**config.mk**
```make
export PLATFORM = sky130hd
export DESIGN_NAME = kpi_ctrl
export DESIGN_NICKNAME = d
export VERILOG_FILES = /design/src/hdl/kpi_pkg.sv /design/src/hdl/kpi_ctrl.sv
export SDC_FILE = /design/constraint.sdc
export NUM_CORES = 1
export LEC_CHECK = 0
export ABC_CLOCK_PERIOD_IN_PS = 3730
export BUFFER_PORTS_ARGS = -buffer_cell sky130_fd_sc_hd__buf_2
export CORE_ASPECT_RATIO = 1.2
export CORE_MARGIN = 1.5
export CORE_UTILIZATION = 35
export CTS_BUF_LIST = sky130_fd_sc_hd__clkbuf_16
export CTS_CLUSTER_SIZE = 14
export DETAILED_ROUTE_END_ITERATION = 10
export PLACE_DENSITY_LB_ADDON = 0.1
export SLEW_MARGIN = 5
export SYNTH_ARGS = -nofsm -noshare
export SYNTH_HDL_FRONTEND = slang
export SYNTH_SLANG_ARGS = --single-unit
```
**constraint.sdc**
```tcl
create_clock -name clk -period 3.73 [get_ports clk]
set_clock_uncertainty 0.1 [all_clocks]
set_input_delay 1.119 -clock clk [delete_from_list [all_inputs] [get_ports clk]]
set_output_delay 1.119 -clock clk [all_outputs]
set_load 0.01 [all_outputs]
```
**src/hdl/kpi_pkg.sv**
```systemverilog
`timescale 1ns / 1ps
// Shared constants, codes and control structures of the keyframe pose interpolator.
// No dependencies.

package kpi_pkg;

  localparam int NUM_CHANNELS_DEF = 21;
  localparam int MAX_KEYS_DEF     = 5;

  localparam int OP_W       = 2;
  localparam int CHAN_W     = 5;
  localparam int VALUE_W    = 32;
  localparam int STEPS_W    = 10;
  localparam int KEYS_OUT_W = 3;

  localparam logic [STEPS_W-1:0] STEPS_RESET = 10'd90;
  localparam logic [VALUE_W-1:0] DEPTH_RESET = 32'hFFF5_0000;
  localparam logic [VALUE_W-1:0] VALUE_MAX   = 32'h7FFF_FFFF;
  localparam logic [VALUE_W-1:0] VALUE_MIN   = 32'h8000_0000;

  typedef enum logic [OP_W-1:0] {
    OP_WRITE = 2'd0,
    OP_SAVE  = 2'd1,
    OP_PLAY  = 2'd2,
    OP_TICK  = 2'd3
  } op_t;

  typedef enum logic [1:0] {
    PS_INPUT = 2'd0,
    PS_KEY   = 2'd1,
    PS_SUM   = 2'd2
  } pose_src_t;

  typedef struct packed {
    logic      pose_re;
    logic      pose_we;
    pose_src_t pose_src;
    logic      key_re;
    logic      key_we;
    logic      key_a_cap;
    logic      div_start;
    logic      inc_we;
    logic      emit_load;
    logic      emit_add;
    logic      last;
  } cmd_t;

  typedef struct packed {
    logic out_free;
    logic div_done;
  } status_t;

endpackage

```
**src/hdl/kpi_ctrl.sv**
```systemverilog
`timescale 1ns / 1ps
// Controller: opcode decode, playback state, configuration register and the
// sequencer that drives the datapath sweeps. Depends on kpi_pkg.

module kpi_ctrl #(
  parameter int NUM_CHANNELS = kpi_pkg::NUM_CHANNELS_DEF,
  parameter int MAX_KEYS     = kpi_pkg::MAX_KEYS_DEF,
  localparam int CW  = (NUM_CHANNELS > 1) ? $clog2(NUM_CHANNELS) : 1,
  localparam int KW  = (MAX_KEYS > 1) ? $clog2(MAX_KEYS) : 1,
  localparam int KCW = $clog2(MAX_KEYS + 1)
) (
  input  logic                            clk,
  input  logic                            rst,
  input  logic                            in_valid,
  output logic                            in_ready,
  input  logic [kpi_pkg::OP_W-1:0]        in_opcode,
  input  logic [kpi_pkg::CHAN_W-1:0]      in_channel,
  input  logic                            cfg_we,
  input  logic [kpi_pkg::STEPS_W-1:0]     cfg_wdata,
  input  kpi_pkg::status_t                st,
  output kpi_pkg::cmd_t                   cmd,
  output logic [CW-1:0]                   pose_raddr,
  output logic [CW-1:0]                   pose_waddr,
  output logic [KW+CW-1:0]                key_raddr,
  output logic [KW+CW-1:0]                key_waddr,
  output logic [CW-1:0]                   chan,
  output logic [kpi_pkg::STEPS_W-1:0]     eff_steps,
  output logic                            playing,
  output logic [kpi_pkg::KEYS_OUT_W-1:0]  keys_held
);

  localparam int SW = kpi_pkg::STEPS_W;
  localparam logic [CW-1:0] LAST_CH = CW'(NUM_CHANNELS - 1);

  typedef enum logic [8:0] {
    S_IDLE     = 9'b000000001,
    S_SAVE_RD  = 9'b000000010,
    S_SAVE_WR  = 9'b000000100,
    S_INC_RDA  = 9'b000001000,
    S_INC_RDB  = 9'b000010000,
    S_INC_DIV  = 9'b000100000,
    S_INC_WAIT = 9'b001000000,
    S_EMIT_RD  = 9'b010000000,
    S_EMIT     = 9'b100000000
  } state_t;

  state_t         state, state_next;
  logic [CW-1:0]  chan_next;
  logic [KCW-1:0] key_count, key_count_next;
  logic           running, running_next;
  logic [KW-1:0]  segment, segment_next;
  logic [SW-1:0]  step_count, step_count_next;
  logic [SW-1:0]  steps_reg;
  logic           loading, loading_next;
  logic           emit_add, emit_add_next;
  logic           seg_end;

  assign eff_steps = (steps_reg == '0) ? SW'(1) : steps_reg;
  assign playing   = running;
  assign keys_held = kpi_pkg::KEYS_OUT_W'(key_count);
  assign in_ready  = (state == S_IDLE);
  assign seg_end   = ({1'b0, KCW'(segment)} + (KCW + 1)'(3)) > {1'b0, key_count};

  always_ff @(posedge clk) begin
    if (rst) begin
      state      <= S_IDLE;
      chan       <= '0;
      key_count  <= '0;
      running    <= 1'b0;
      segment    <= '0;
      step_count <= '0;
      steps_reg  <= kpi_pkg::STEPS_RESET;
      loading    <= 1'b0;
      emit_add   <= 1'b0;
    end else begin
      state      <= state_next;
      chan       <= chan_next;
      key_count  <= key_count_next;
      running    <= running_next;
      segment    <= segment_next;
      step_count <= step_count_next;
      loading    <= loading_next;
      emit_add   <= emit_add_next;
      if (cfg_we) begin
        steps_reg <= cfg_wdata;
      end
    end
  end

  always_comb begin
    state_next      = state;
    chan_next       = chan;
    key_count_next  = key_count;
    running_next    = running;
    segment_next    = segment;
    step_count_next = step_count;
    loading_next    = loading;
    emit_add_next   = emit_add;
    cmd             = '0;
    cmd.pose_src    = kpi_pkg::PS_INPUT;
    pose_raddr      = chan;
    pose_waddr      = chan;
    key_raddr       = {segment, chan};
    key_waddr       = {KW'(key_count), chan};

    unique case (state)
      S_IDLE: begin
        if (in_valid) begin
          unique case (kpi_pkg::op_t'(in_opcode))
            kpi_pkg::OP_WRITE: begin
              if (32'(in_channel) < NUM_CHANNELS) begin
                cmd.pose_we  = 1'b1;
                cmd.pose_src = kpi_pkg::PS_INPUT;
                pose_waddr   = CW'(in_channel);
              end
            end
            kpi_pkg::OP_SAVE: begin
              if (key_count < KCW'(MAX_KEYS)) begin
                chan_next  = '0;
                state_next = S_SAVE_RD;
              end
            end
            kpi_pkg::OP_PLAY: begin
              if (!running && key_count > KCW'(1)) begin
                segment_next    = '0;
                step_count_next = '0;
                loading_next    = 1'b1;
                chan_next       = '0;
                state_next      = S_INC_RDA;
              end else begin
                running_next = 1'b0;
              end
            end
            kpi_pkg::OP_TICK: begin
              chan_next = '0;
              if (running && step_count >= eff_steps) begin
                emit_add_next = 1'b0;
                if (seg_end) begin
                  segment_next = '0;
                  running_next = 1'b0;
                  state_next   = S_EMIT_RD;
                end else begin
                  segment_next    = segment + KW'(1);
                  step_count_next = '0;
                  loading_next    = 1'b0;
                  state_next      = S_INC_RDA;
                end
              end else begin
                emit_add_next = running;
                if (running) begin
                  step_count_next = step_count + SW'(1);
                end
                state_next = S_EMIT_RD;
              end
            end
            default: begin
            end
          endcase
        end
      end
      S_SAVE_RD: begin
        cmd.pose_re = 1'b1;
        state_next  = S_SAVE_WR;
      end
      S_SAVE_WR: begin
        cmd.key_we = 1'b1;
        if (chan == LAST_CH) begin
          key_count_next = key_count + KCW'(1);
          state_next     = S_IDLE;
        end else begin
          chan_next  = chan + CW'(1);
          state_next = S_SAVE_RD;
        end
      end
      S_INC_RDA: begin
        cmd.key_re = 1'b1;
        state_next = S_INC_RDB;
      end
      S_INC_RDB: begin
        cmd.key_re    = 1'b1;
        key_raddr     = {segment + KW'(1), chan};
        cmd.key_a_cap = 1'b1;
        if (loading) begin
          cmd.pose_we  = 1'b1;
          cmd.pose_src = kpi_pkg::PS_KEY;
        end
        state_next = S_INC_DIV;
      end
      S_INC_DIV: begin
        cmd.div_start = 1'b1;
        state_next    = S_INC_WAIT;
      end
      S_INC_WAIT: begin
        if (st.div_done) begin
          cmd.inc_we = 1'b1;
          if (chan == LAST_CH) begin
            chan_next = '0;
            if (loading) begin
              running_next = 1'b1;
              loading_next = 1'b0;
              state_next   = S_IDLE;
            end else begin
              state_next = S_EMIT_RD;
            end
          end else begin
            chan_next  = chan + CW'(1);
            state_next = S_INC_RDA;
          end
        end
      end
      S_EMIT_RD: begin
        cmd.pose_re = 1'b1;
        state_next  = S_EMIT;
      end
      S_EMIT: begin
        if (st.out_free) begin
          cmd.emit_load = 1'b1;
          cmd.emit_add  = emit_add;
          cmd.last      = (chan == LAST_CH);
          if (emit_add) begin
            cmd.pose_we  = 1'b1;
            cmd.pose_src = kpi_pkg::PS_SUM;
          end
          if (chan == LAST_CH) begin
            state_next = S_IDLE;
          end else begin
            cmd.pose_re = 1'b1;
            pose_raddr  = chan + CW'(1);
            chan_next   = chan + CW'(1);
          end
        end
      end
      default: begin
        state_next = S_IDLE;
      end
    endcase
  end

`ifndef ASSERT_OFF
  a_running_needs_keys: assert property (@(posedge clk) disable iff (rst)
    running |-> key_count >= KCW'(2))
    else $error("playback running with fewer than two keyframes");

  a_segment_in_range: assert property (@(posedge clk) disable iff (rst)
    running |-> ({1'b0, KCW'(segment)} + (KCW + 1)'(2)) <= {1'b0, key_count})
    else $error("current segment has no following keyframe");

  a_key_count_bound: assert property (@(posedge clk) disable iff (rst)
    key_count <= KCW'(MAX_KEYS))
    else $error("keyframe count beyond capacity");

  a_start_after_sweep: assert property (@(posedge clk) disable iff (rst)
    $rose(running) |-> $past(state == S_INC_WAIT))
    else $error("playback started without an increment sweep");
`endif

endmodule

```
; Word level (Yosys, flattened, before mapping)
; Index checks and enable logic that the tools add are counted.
[op_classes]
shift = 0
n_addsub = 5
magnitude_cmp = 5
n_bitwise = 0
mux = 73
multipliers = 0
n_eq_ne = 31
n_reduce_logical = 18
div_mod_pow = 0
[ops]
columns = op, n
row1 = one-hot mux 9 bit (9 select lines), 1
row2 = two-way mux 9 bit, 8
row3 = two-way mux 5 bit, 12
row4 = two-way mux 10 bit, 5
row5 = two-way mux 3 bit, 10
row6 = one-hot mux 9 bit (3 select lines), 1
row7 = two-way mux 8 bit, 3
row8 = != test 3 bit (second input constant), 8
row9 = two-way mux 1 bit, 21
row10 = one-hot mux 10 bit (2 select lines), 1
row11 = one-hot mux 5 bit (4 select lines), 1
row12 = != test 2 bit (second input constant), 8
row13 = one-hot mux 5 bit (3 select lines), 1
row14 = AND reduction 6 bit, 2
row15 = adder 10 x 1 -> 10 bit (second input constant), 1
row16 = greater-or-equal comparator 10 bit, 1
row17 = logical NOT 10 bit, 1
row18 = one-hot mux 1 bit (2 select lines), 5
row19 = == test 9 x 1 -> 1 bit (second input constant), 1
row20 = == test 9 x 2 -> 1 bit (second input constant), 1
row21 = == test 9 x 3 -> 1 bit (second input constant), 1
row22 = == test 9 x 4 -> 1 bit (second input constant), 1
row23 = == test 9 x 5 -> 1 bit (second input constant), 1
row24 = == test 9 x 6 -> 1 bit (second input constant), 1
row25 = other kinds (31), 36
[totals]
latch_bits = 0
mem_bits_rw = 0
mem_count = 0
register_bits = 43
romBits = 0

; Depth between registers and ports, before layout
; Gate-level depths: netlist of the first run.
[depth]
word_depth = 8
mapped_depth = 11
mapped_depth_nobuf = 11

; Worst setup path after synthesis of the first run
; No wires, ideal clock.
[synth_timing]
path_type = input port to output port
start = in in_channel[1] (netlist name)
end = out pose_waddr[0]
t_arrival_ns = 2.215
path_stages = 5
required_time_ns = 2.511
n_path_buf = 0
path_slack_ns = 0.296
path_cell_list = o21a_1 > o21ai_0 > nand3b_1 > nor3_1 > o21ai_0
[synth_via]
elab_chain_cells = 5
[synth_lines]
columns = item, line_no
row1 = from (decl), kpi_ctrl.sv:17  ; input logic [kpi_pkg::CHAN_W-1:0] in_channel,
row2 = < comparator 5 bit, kpi_ctrl.sv:111  ; if (32'(in_channel) < NUM_CHANNELS) begin
row3 = two-way mux 5 bit, kpi_ctrl.sv:111
row4 = two-way mux 5 bit, kpi_ctrl.sv:109  ; unique case (kpi_pkg::op_t'(in_opcode))
row5 = two-way mux 5 bit, kpi_ctrl.sv:108  ; if (in_valid) begin
row6 = two-way mux 5 bit, kpi_ctrl.sv:106  ; unique case (state)
row7 = to (decl), kpi_ctrl.sv:23  ; output logic [CW-1:0] pose_waddr,
; Every way passes these cells.

; Worst setup path in the final report of the first run
[layout_timing]
start = reg state[5]
end = out pose_waddr[0]
[layout_via]
elab_chain_cells = 2
[layout_lines]
columns = item, line_no
row1 = from (decl), kpi_ctrl.sv:47  ; state_t state, state_next;
row2 = from (signal assigned), kpi_ctrl.sv:76  ; state <= state_next;
row3 = == test 9 x 1 -> 1 bit, kpi_ctrl.sv:106
row4 = two-way mux 5 bit, kpi_ctrl.sv:106
; Every way passes these cells.

==> results of run 1 <==
-- final timing paths --
path,from,endpoint,slack (ns),depth (start not counted)
min,steps_reg[0],steps_reg[0],0.40,2
max,state[5],pose_waddr[0],0.15,7
min reg2reg,steps_reg[0],steps_reg[0],0.40,2
max reg2reg,steps_reg[5],step_count[3],0.67,10
-- worst reg2reg max path, stage by stage (launching register included) --
cell      delay [ns]
dfxtp_1         0.34
nor4_1          0.33
a41o_1          0.25
ha_1            0.23
nand2b_1        0.14
a211oi_1        0.25
o31ai_1         0.18
nor3_1          0.41
nand3_2         0.26
or3b_1          0.44
nand2_1         0.07
-- through the flow --
step	instance area, sq um	setup WS (ns)	utilization [%]	total power, uW	hold slack, ns
2_1_floorplan	3090	0.296	-	736	0.353
3_3_place_gp	3500	0.236	40.9	845	0.389
3_5_place_dp	3500	0.233	40.9	843	0.393
4_1_cts	3700	0.0527	43.2	1430	0.405
5_1_grt	3700	0.0468	43.2	1480	0.434
6_report	3700	0.149	43.2	1410	0.404
-- cell usage after synthesis (4+ instances only) --
library cell and n:
buf_4 13, xnor2_1 5, o211ai_1 6, nand3_1 14, nand4_1 5, mux2i_1 7, a21o_1 5, dfxtp_1 43
a211oi_1 4, nand2b_1 9, nor2_1 32, a21oi_1 21, clkbuf_1 22, nand3b_1 4, and3_1 8, nand2_1 41
nor3_1 7, or3_1 7, o21ai_0 28, inv_1 34, ha_1 20, o31ai_1 9, nor4_1 11
-- kinds of logic after synthesis --
logic type      Yosys count  synth area share [%]
compound gates          103                  22.1
simple gates            157                  26.9
fa+ha+maj                20                  8.09
mux                       7                  2.27
xor+xnor                  7                  1.98
buf+inv                  75                  10.8
flops                    43                  27.8
-- cell usage in the layout, fill, tap and decap left out, types with 6 or more instances in the layout --
cell / netlist / routed
buf_2: 3 / 80
dfxtp_1: 43 / 43
nand2_1: 41 / 40
inv_1: 34 / 34
nor2_1: 32 / 32
o21ai_0: 28 / 28
a21oi_1: 21 / 21
ha_1: 20 / 20
nand3_1: 14 / 14
nor4_1: 11 / 11
nand2b_1: 9 / 9
o31ai_1: 9 / 9
and3_1: 8 / 8
buf_4: 13 / 8
or3_1: 7 / 7
nor3_1: 7 / 7
mux2i_1: 7 / 7
o211ai_1: 6 / 6
-- per-layer routing --
metal | vias up | wire length, microns | global-route usage (%)
met5 | - | 0 | 0
met4 | 0 | 102 | 5.25
met3 | 8 | 350 | 2.17
met2 | 70 | 4630 | 35.7
met1 | 1449 | 3700 | 21.9
li1 | 1574 | - | -
-- cell type report --
class	count	share of cell area [%]
clock buffers	5	3.38
clock inverters	3	1.83
inverters	37	3.76
multi-input cells	294	51.4
flip-flops and latches	43	23.3
well taps	117	3.96
repair buffers	88	12.4
-- power by group through the flow --
stage / logic (uW) / registers (uW) / clock network, uW
finish: 336 / 500 / 577
global route: 368 / 504 / 611
global placement: 334 / 511 / 0
detailed placement: 333 / 510 / 0
floorplan: 232 / 504 / 0
CTS: 336 / 500 / 590
==> results.toml, run 1 <==
[placed_design]
numPortBuffers = 80
gp_congestion = 0.864
dpl.cell_count = 579
place_hpwl_microns = 6790

[cells_and_area]
regArea_sq_um = 861
multi_input_area_sq_um = 1900
fillCellCount = 894
layout.nets = 512
diodes = 0
syn_to_final_growth_pct = 19.6
final_cell_count_no_fill = 587
drive_gt1_share_pct = 23.2

[floorplanning]
ios = 81
rows = 37
start_util_pct = 36.1
coreArea_sq_um = 8560
die_height_microns = 106
die_area_sq_um = 9410
die_w_microns = 88.8

[worst_setup_path]
crit_type = "flip-flop to primary output"
arrival_ns = 2.36
end_kind = "primary output"
crit_chain = "or3_1 -> or4_4 -> nor3_1 -> buf_4 -> nand2_1 -> o21ai_0 -> buf_2"
critPathSlowestCell = "or4_4"
crit_path_max_incr_delay_ns = 0.58
critPathTopFamily = "simple AND/OR/NAND/NOR gates"
critPathLaunchType = "flip-flop"
path_max_fanout = 9
worst-path-buf-inv = 2
cp.required_ns = 2.51

[sta]
fmax_mhz = 279
rsz0062_at_grt = "no"
fin_crit_sh_pct = 96.0
drv_slew = 0
final.min_clock_period_ns = 3.58
finalHoldViolations = 0
worstMarginPinSlew_ns = 0.694
tns_ns = 0
slew_headroom_pct = 53.3
setup_viol = 0

[logic_synthesis]
synth_top_area_cell = "dfxtp_1"
synth.avg_cell_area_sq_um = 7.50
syn-cell-area_sq_um = 3090
synth.area.top_cells = "dfxtp_1, ha_1, nand2_1"
synth_edf_count = 0
synth_top_cell_area_share_pct = 27.8
yosysUniqueCellTypes = 62
synth_ff_type = "dfxtp_1"
synthCells = 412
synthArstFlopShare_pct = 0
synth_seq_cells = 43
synth_nets = 455
ys_seq_area_share_pct = 27.8
synth_warnings = 0

[pwr]
seqPwrFrac_pct = 35.4
power_frac_comb_pct = 23.8
p_per_area_nw_per_um2 = 382
power.share.switching_pct = 29.4
clockPowerShare_pct = 40.8
p_leak_uw = 0.00167
p_int_uw = 998
switchingPower_uw = 415
ir_drop_mv = 0.195

[clocking]
htreeDepth = 2
cts_hold_buf = 0
root_buffer = "clkbuf_16"
cts_setup_buffers = 0
clockBufferDepth = 2
cts.repair.resized = 0
cts.sink_count = 43
cts.reportedPaths.clkPinSlew_ns = 0.07
cts_buffers = 5
cts_tree = "built"
clk_latency_ns = 0.29

[global_route]
grt_max_degree = 32
grtUsageTotal_pct = 19.0
first_global_vias = 2949
antenna_found_initial = 0
overflow = 0
grt_pass1_wl_microns = 14100

[drt]
firstDrtPassIters = 4
drc = 0
vias_per_cell = 5.28
final_antenna_net_count = 0
wire_per_inst_microns = 15.0
wl_microns = 8780
drtIter0Drc = 104
vias = 3101

[worst_hold_path]
hp-class = "flip-flop to flip-flop"

[job]
drv.max_cap_violation_count = 0

[outcome]
status = "finished, final reports clean"
Note: power is estimated with default switching activity, not from simulation.
==> run 2: changes to the inputs <==
--- a/config.mk
+++ b/config.mk
@@ -5,7 +5,7 @@
 export SDC_FILE = /design/constraint.sdc
 export NUM_CORES = 1
 export LEC_CHECK = 0
-export ABC_CLOCK_PERIOD_IN_PS = 3730
+export ABC_CLOCK_PERIOD_IN_PS = 4300
 export BUFFER_PORTS_ARGS = -buffer_cell sky130_fd_sc_hd__buf_2
 export CORE_ASPECT_RATIO = 1.2
 export CORE_MARGIN = 1.5
==> constraint.sdc (replaced) <==
create_clock -name clk -period 4.3 [get_ports clk]
set_clock_uncertainty 0.1 [all_clocks]
set_input_delay 1.29 -clock clk [delete_from_list [all_inputs] [get_ports clk]]
set_output_delay 1.29 -clock clk [all_outputs]
set_load 0.01 [all_outputs]
==> results.toml, run 2 (synthesis results as in run 1) <==
[outcome]
status = "finished, final reports clean"

[clocking]
cts.repair.resized = 0
htreeDepth = 2
cts.reportedPaths.clkPinSlew_ns = 0.07
cts_setup_buffers = 0
cts.sink_count = 43
clk_latency_ns = 0.29
cts_buffers = 5
clockBufferDepth = 2
root_buffer = "clkbuf_16"
cts_hold_buf = 0
cts_tree = "built"

[floorplanning]
coreArea_sq_um = 8560
die_height_microns = 106
die_w_microns = 88.8
die_area_sq_um = 9410
ios = 81
rows = 37
start_util_pct = 36.1

[worst_setup_path]
cp.required_ns = 2.91
path_max_fanout = 8
cp_common_cell = "nand2_1"
crit_chain = "or4_1 -> nor4_4 -> nand2_1 -> clkinv_1 -> nand2_1 -> o31ai_1 -> buf_2"
critPathTopFamily = "simple AND/OR/NAND/NOR gates"
end_kind = "primary output"
arrival_ns = 2.56
worst-path-buf-inv = 2
crit_path_max_incr_delay_ns = 0.71
crit_type = "flip-flop to primary output"
r2r_slack_ns = 1.26
critPathLaunchType = "flip-flop"
critPathSlowestCell = "or4_1"

[cells_and_area]
drive_gt1_share_pct = 22.3
layout.nets = 508
most-common-layout-cells = "buf_2, dfxtp_1, nand2_1"
syn_to_final_growth_pct = 17.2
diodes = 0
mostFrequentLayoutCell = "buf_2"
final_cell_count_no_fill = 583

[sta]
drv_slew = 0
slew_headroom_pct = 51.4
hold_slack_ns = 0.406
final.min_clock_period_ns = 3.95
fin_crit_sh_pct = 91.7
rsz0062_at_grt = "no"
tns_ns = 0
worstMarginPinSlew_ns = 0.722
fmax_mhz = 253
finalHoldViolations = 0
setup_viol = 0

[placed_design]
place_hpwl_microns = 6730
numPortBuffers = 80
gp_congestion = 0.872
dpl.cell_count = 575

[global_route]
overflow = 0
grt_max_degree = 33
busiest_layer = "met2"
met1_usage_pct = 22.4
grt_util_met2_pct = 33.5
grt_use_met3_pct = 3.42
first_global_vias = 2871
antenna_found_initial = 0
grt_pass1_wl_microns = 13900
grtUsageTotal_pct = 19.0

[pwr]
switchingPower_uw = 366
power_frac_comb_pct = 25.5
seqPwrFrac_pct = 39.0
p_leak_uw = 0.00163
power.share.switching_pct = 32.8
p_per_area_nw_per_um2 = 308
p_int_uw = 749
clockPowerShare_pct = 35.6
ir_drop_mv = 0.182

[drt]
final_antenna_net_count = 0
drtIter0Drc = 89
wire_per_inst_microns = 14.8
vias = 3097
wl_microns = 8650
drc = 0
vias_per_cell = 5.31
firstDrtPassIters = 4

[worst_hold_path]
hp-class = "flip-flop to flip-flop"

[job]
drv.max_cap_violation_count = 0
## run 2: cell types whose count changed in the layout (fill, tap and decap cells not counted), sizes merged
cell / change
buf: -4
bufinv: -2
inv: +2
clkinv: +1
clkinvlp: -1
## run 2: final timing paths
| path | end | startpoint | cells after the start |
|---|---|---|---|
| max reg2reg | step_count[3] | steps_reg[5] | 10 |
| min | step_count[1] | step_count[1] | 2 |
| min reg2reg | step_count[1] | step_count[1] | 2 |
| max | pose_raddr[3] | state[3] | 7 |
## run 2: through the flow
stage	cell area, sq um	total power, uW	setup slack [ns]	util, %
after detailed placement	3470	727	0.423	40.6
after global placement	3470	727	0.457	40.6
after global routing	3620	1180	0.185	42.3
final	3620	1110	0.355	42.3
after CTS	3620	1130	0.348	42.3
after floorplan	3090	639	0.524	-
## run 2: tightest hold or removal path, delay by kind of cell, from the launching register on
| family | cells | cell delay, ns |
|---|---|---|
| flip-flops | 1 | 0.34 |
| AND/OR/NAND/NOR | 1 | 0.06 |
| AO/OA/AOI/OAI | 1 | 0.06 |
## run 2: final cells by class
class	count	area (sq um)
Fill cell	913	4940
Multi-Input combinational cell	294	1900
Sequential cell	43	861
Timing Repair Buffer	84	430
Tap cell	117	146
Inverter	37	139
Clock buffer	5	125
Clock inverter	3	26.3
## run 2: power groups by stage
stage               combinational, uW  clock [uW]  sequential (uW)
global route                      314         431              438
global placement                  284           0              443
floorplan                         201           0              438
detailed placement                284           0              443
CTS                               286         413              434
finish                            284         397              434
## run 2: metal layers
metal,vias up,share of wire [%],routed length (microns)
met5,-,0,0
met4,0,1.9,164
met3,13,3.5,303
met2,66,52,4520
met1,1455,42,3670
li1,1563,-,-
==> run 3: changes to the inputs <==
--- a/config.mk
+++ b/config.mk
@@ -5,6 +5,7 @@
 export SDC_FILE = /design/constraint.sdc
 export NUM_CORES = 1
 export LEC_CHECK = 0
+export ABC_AREA = 1
 export ABC_CLOCK_PERIOD_IN_PS = 4300
 export BUFFER_PORTS_ARGS = -buffer_cell sky130_fd_sc_hd__buf_2
 export CORE_ASPECT_RATIO = 1.2
==> results.toml, run 3 <==
[outcome]
status = "finished, final reports clean"

[drt]
drtIter0Drc = 140
final_antenna_net_count = 0
drc = 0
vias = 3287
wire_per_inst_microns = 13.2
vias_per_cell = 4.86
wl_microns = 8900
firstDrtPassIters = 4

[clocking]
clk_latency_ns = 0.29
root_buffer = "clkbuf_16"
cts.reportedPaths.clkPinSlew_ns = 0.07
cts.sink_count = 43
cts_setup_buffers = 0
cts_hold_buf = 0
cts_tree = "built"
cts_buffers = 5
htreeDepth = 2
cts.repair.resized = 0
clockBufferDepth = 2

[cells_and_area]
syn_to_final_growth_pct = 16.7
final_area_sq_um = 3740
diodes = 0
postLayoutCoreUtil_pct = 41.6
most-common-layout-cells = "nand2_1, buf_2, inv_1"
layout.nets = 598
drive_gt1_share_pct = 21.0
mostFrequentLayoutCell = "nand2_1"

[placed_design]
gp_congestion = 0.947
numPortBuffers = 80
dpl-instance-area_sq_um = 3590
place_ws_ns = 0.447
place_hpwl_microns = 7120

[worst_setup_path]
path_max_fanout = 8
crit_type = "input port to primary output"
r2r_slack_ns = 1.61
critPathLaunchType = "input port"
arrival_ns = 2.47
end_kind = "primary output"
timing.rr.start = "segment[0]"
cp.required_ns = 2.91
r2r_cells = 17
r2r-end = "step_count[2]"

[sta]
setup_viol = 0
slew_headroom_pct = 44.0
fin_crit_sh_pct = 89.8
rsz0062_at_grt = "no"
final.min_clock_period_ns = 3.86
worstMarginPinSlew_ns = 0.840
drv_slew = 0
tns_ns = 0
setup_ws_ns = 0.439
fmax_mhz = 259
finalHoldViolations = 0

[logic_synthesis]
synth_edf_count = 0
synth_warnings = 0
synth_ff_type = "dfxtp_1"
synthArstFlopShare_pct = 0
synth_top_cell_area_share_pct = 26.9
yosysUniqueCellTypes = 40
synth_seq_cells = 43
synth_nets = 541
syn-cell-area_sq_um = 3200
synthCells = 498
synth_common_cells = "nand2_1, inv_1, nor2_1, dfxtp_1, o21ai_0"
synth.area.top_cells = "dfxtp_1, nand2_1, inv_1"
synth_top_area_cell = "dfxtp_1"
ys_seq_area_share_pct = 26.9
yosysMostFrequentCell = "nand2_1"
synth.avg_cell_area_sq_um = 6.43

[worst_hold_path]
min_to = "steps_reg[5]"
whs_path_depth = 2
hold_start = "steps_reg[5]"
hp-class = "flip-flop to flip-flop"

[pwr]
p_per_area_nw_per_um2 = 399
p_leak_uw = 0.00195
ir_drop_mv = 0.173

[floorplanning]
die_height_microns = 108
rows = 38
ios = 81
die_w_microns = 90.3
die_area_sq_um = 9730
start_util_pct = 35.6
coreArea_sq_um = 8990

[global_route]
overflow = 0
antenna_found_initial = 0
grtUsageTotal_pct = 19.1
grt_pass1_wl_microns = 15000
grt_max_degree = 28
first_global_vias = 3168

[job]
drv.max_cap_violation_count = 0
-- run 3: changes by cell type after synthesis, sizes merged, moves of 8 or more --
| cell | previous run | this run |
|---|---|---|
| nor2 | 32 | 66 |
| inv | 35 | 75 |
| nor4 | 13 | 2 |
| and3 | 8 | 0 |
| clkbuf | 22 | 14 |
| o21ai | 29 | 45 |
| nand2b | 9 | 0 |
| nand2 | 41 | 109 |
| nand3 | 15 | 32 |
| o31ai | 10 | 1 |
| a21oi | 21 | 30 |
-- run 3: worst max-delay path, cell delays in order --
cell and delay [ns]:
buf_2 0.10, o21ai_0 0.16, a21oi_1 0.09, nor3b_1 0.17, nand2_1 0.20, mux2_2 0.32
buf_2 0.14
-- run 3: worst max-delay path by stage --
stage	slack [ns]	endpoint	start	depth (start not counted)
after floorplan	0.76	pose_waddr[0]	in_channel[1]	5
after global placement	0.46	pose_waddr[0]	in_channel[1]	7
after detailed placement	0.45	pose_waddr[0]	in_channel[1]	7
after CTS	0.44	pose_waddr[0]	in_channel[1]	7
after global routing	0.25	pose_waddr[0]	in_channel[1]	7
final	0.44	pose_waddr[0]	in_channel[1]	7
-- run 3: logic make-up (layout without fill, tap and decap cells) --
family / after synthesis / in the layout / synth area share [%]
compound gates: 91 / 91 / 16.1
simple gates: 226 / 226 / 31.5
buf+inv: 105 / 163 / 14.0
mux: 3 / 3 / 1.06
flops: 43 / 43 / 26.9
fa+ha+maj: 20 / 20 / 7.82
xor+xnor: 10 / 10 / 2.74
-- run 3: stage by stage --
step / hold WS, ns / total power [uW] / cells
2_1_floorplan: 0.363 / 943 / 498
3_3_place_gp: 0.396 / 1110 / 668
3_5_place_dp: 0.394 / 1110 / 668
4_1_cts: 0.409 / 1510 / 676
5_1_grt: 0.438 / 1620 / 676
6_report: 0.402 / 1490 / 676
-- run 3: power breakdown --
part / internal, uW / switching (uW) / total (uW) / leakage (uW)
registers: 442 / 45.5 / 488 / 0.000351
logic: 201 / 415 / 616 / 0.00153
clock network: 217 / 171 / 389 / 0.0000664
total: 860 / 632 / 1490 / 0.00195
-- run 3: metal layers --
| metal | track usage (%) | share of wire [%] | vias up |
|---|---|---|---|
| li1 | - | - | 1697 |
| met4 | 4.99 | 1.6 | 0 |
| met3 | 2.82 | 4.2 | 11 |
| met2 | 35.8 | 51 | 93 |
| met1 | 22.5 | 43 | 1486 |
| met5 | 0 | 0 | - |
-- run 3: layout make-up --
cell class / count / area, sq um
Sequential cell: 43 / 861
Clock buffer: 5 / 125
Timing Repair Buffer: 80 / 400
Fill cell: 996 / 5250
Inverter: 75 / 282
Tap cell: 120 / 150
Clock inverter: 3 / 23.8
Multi-Input combinational cell: 350 / 1890
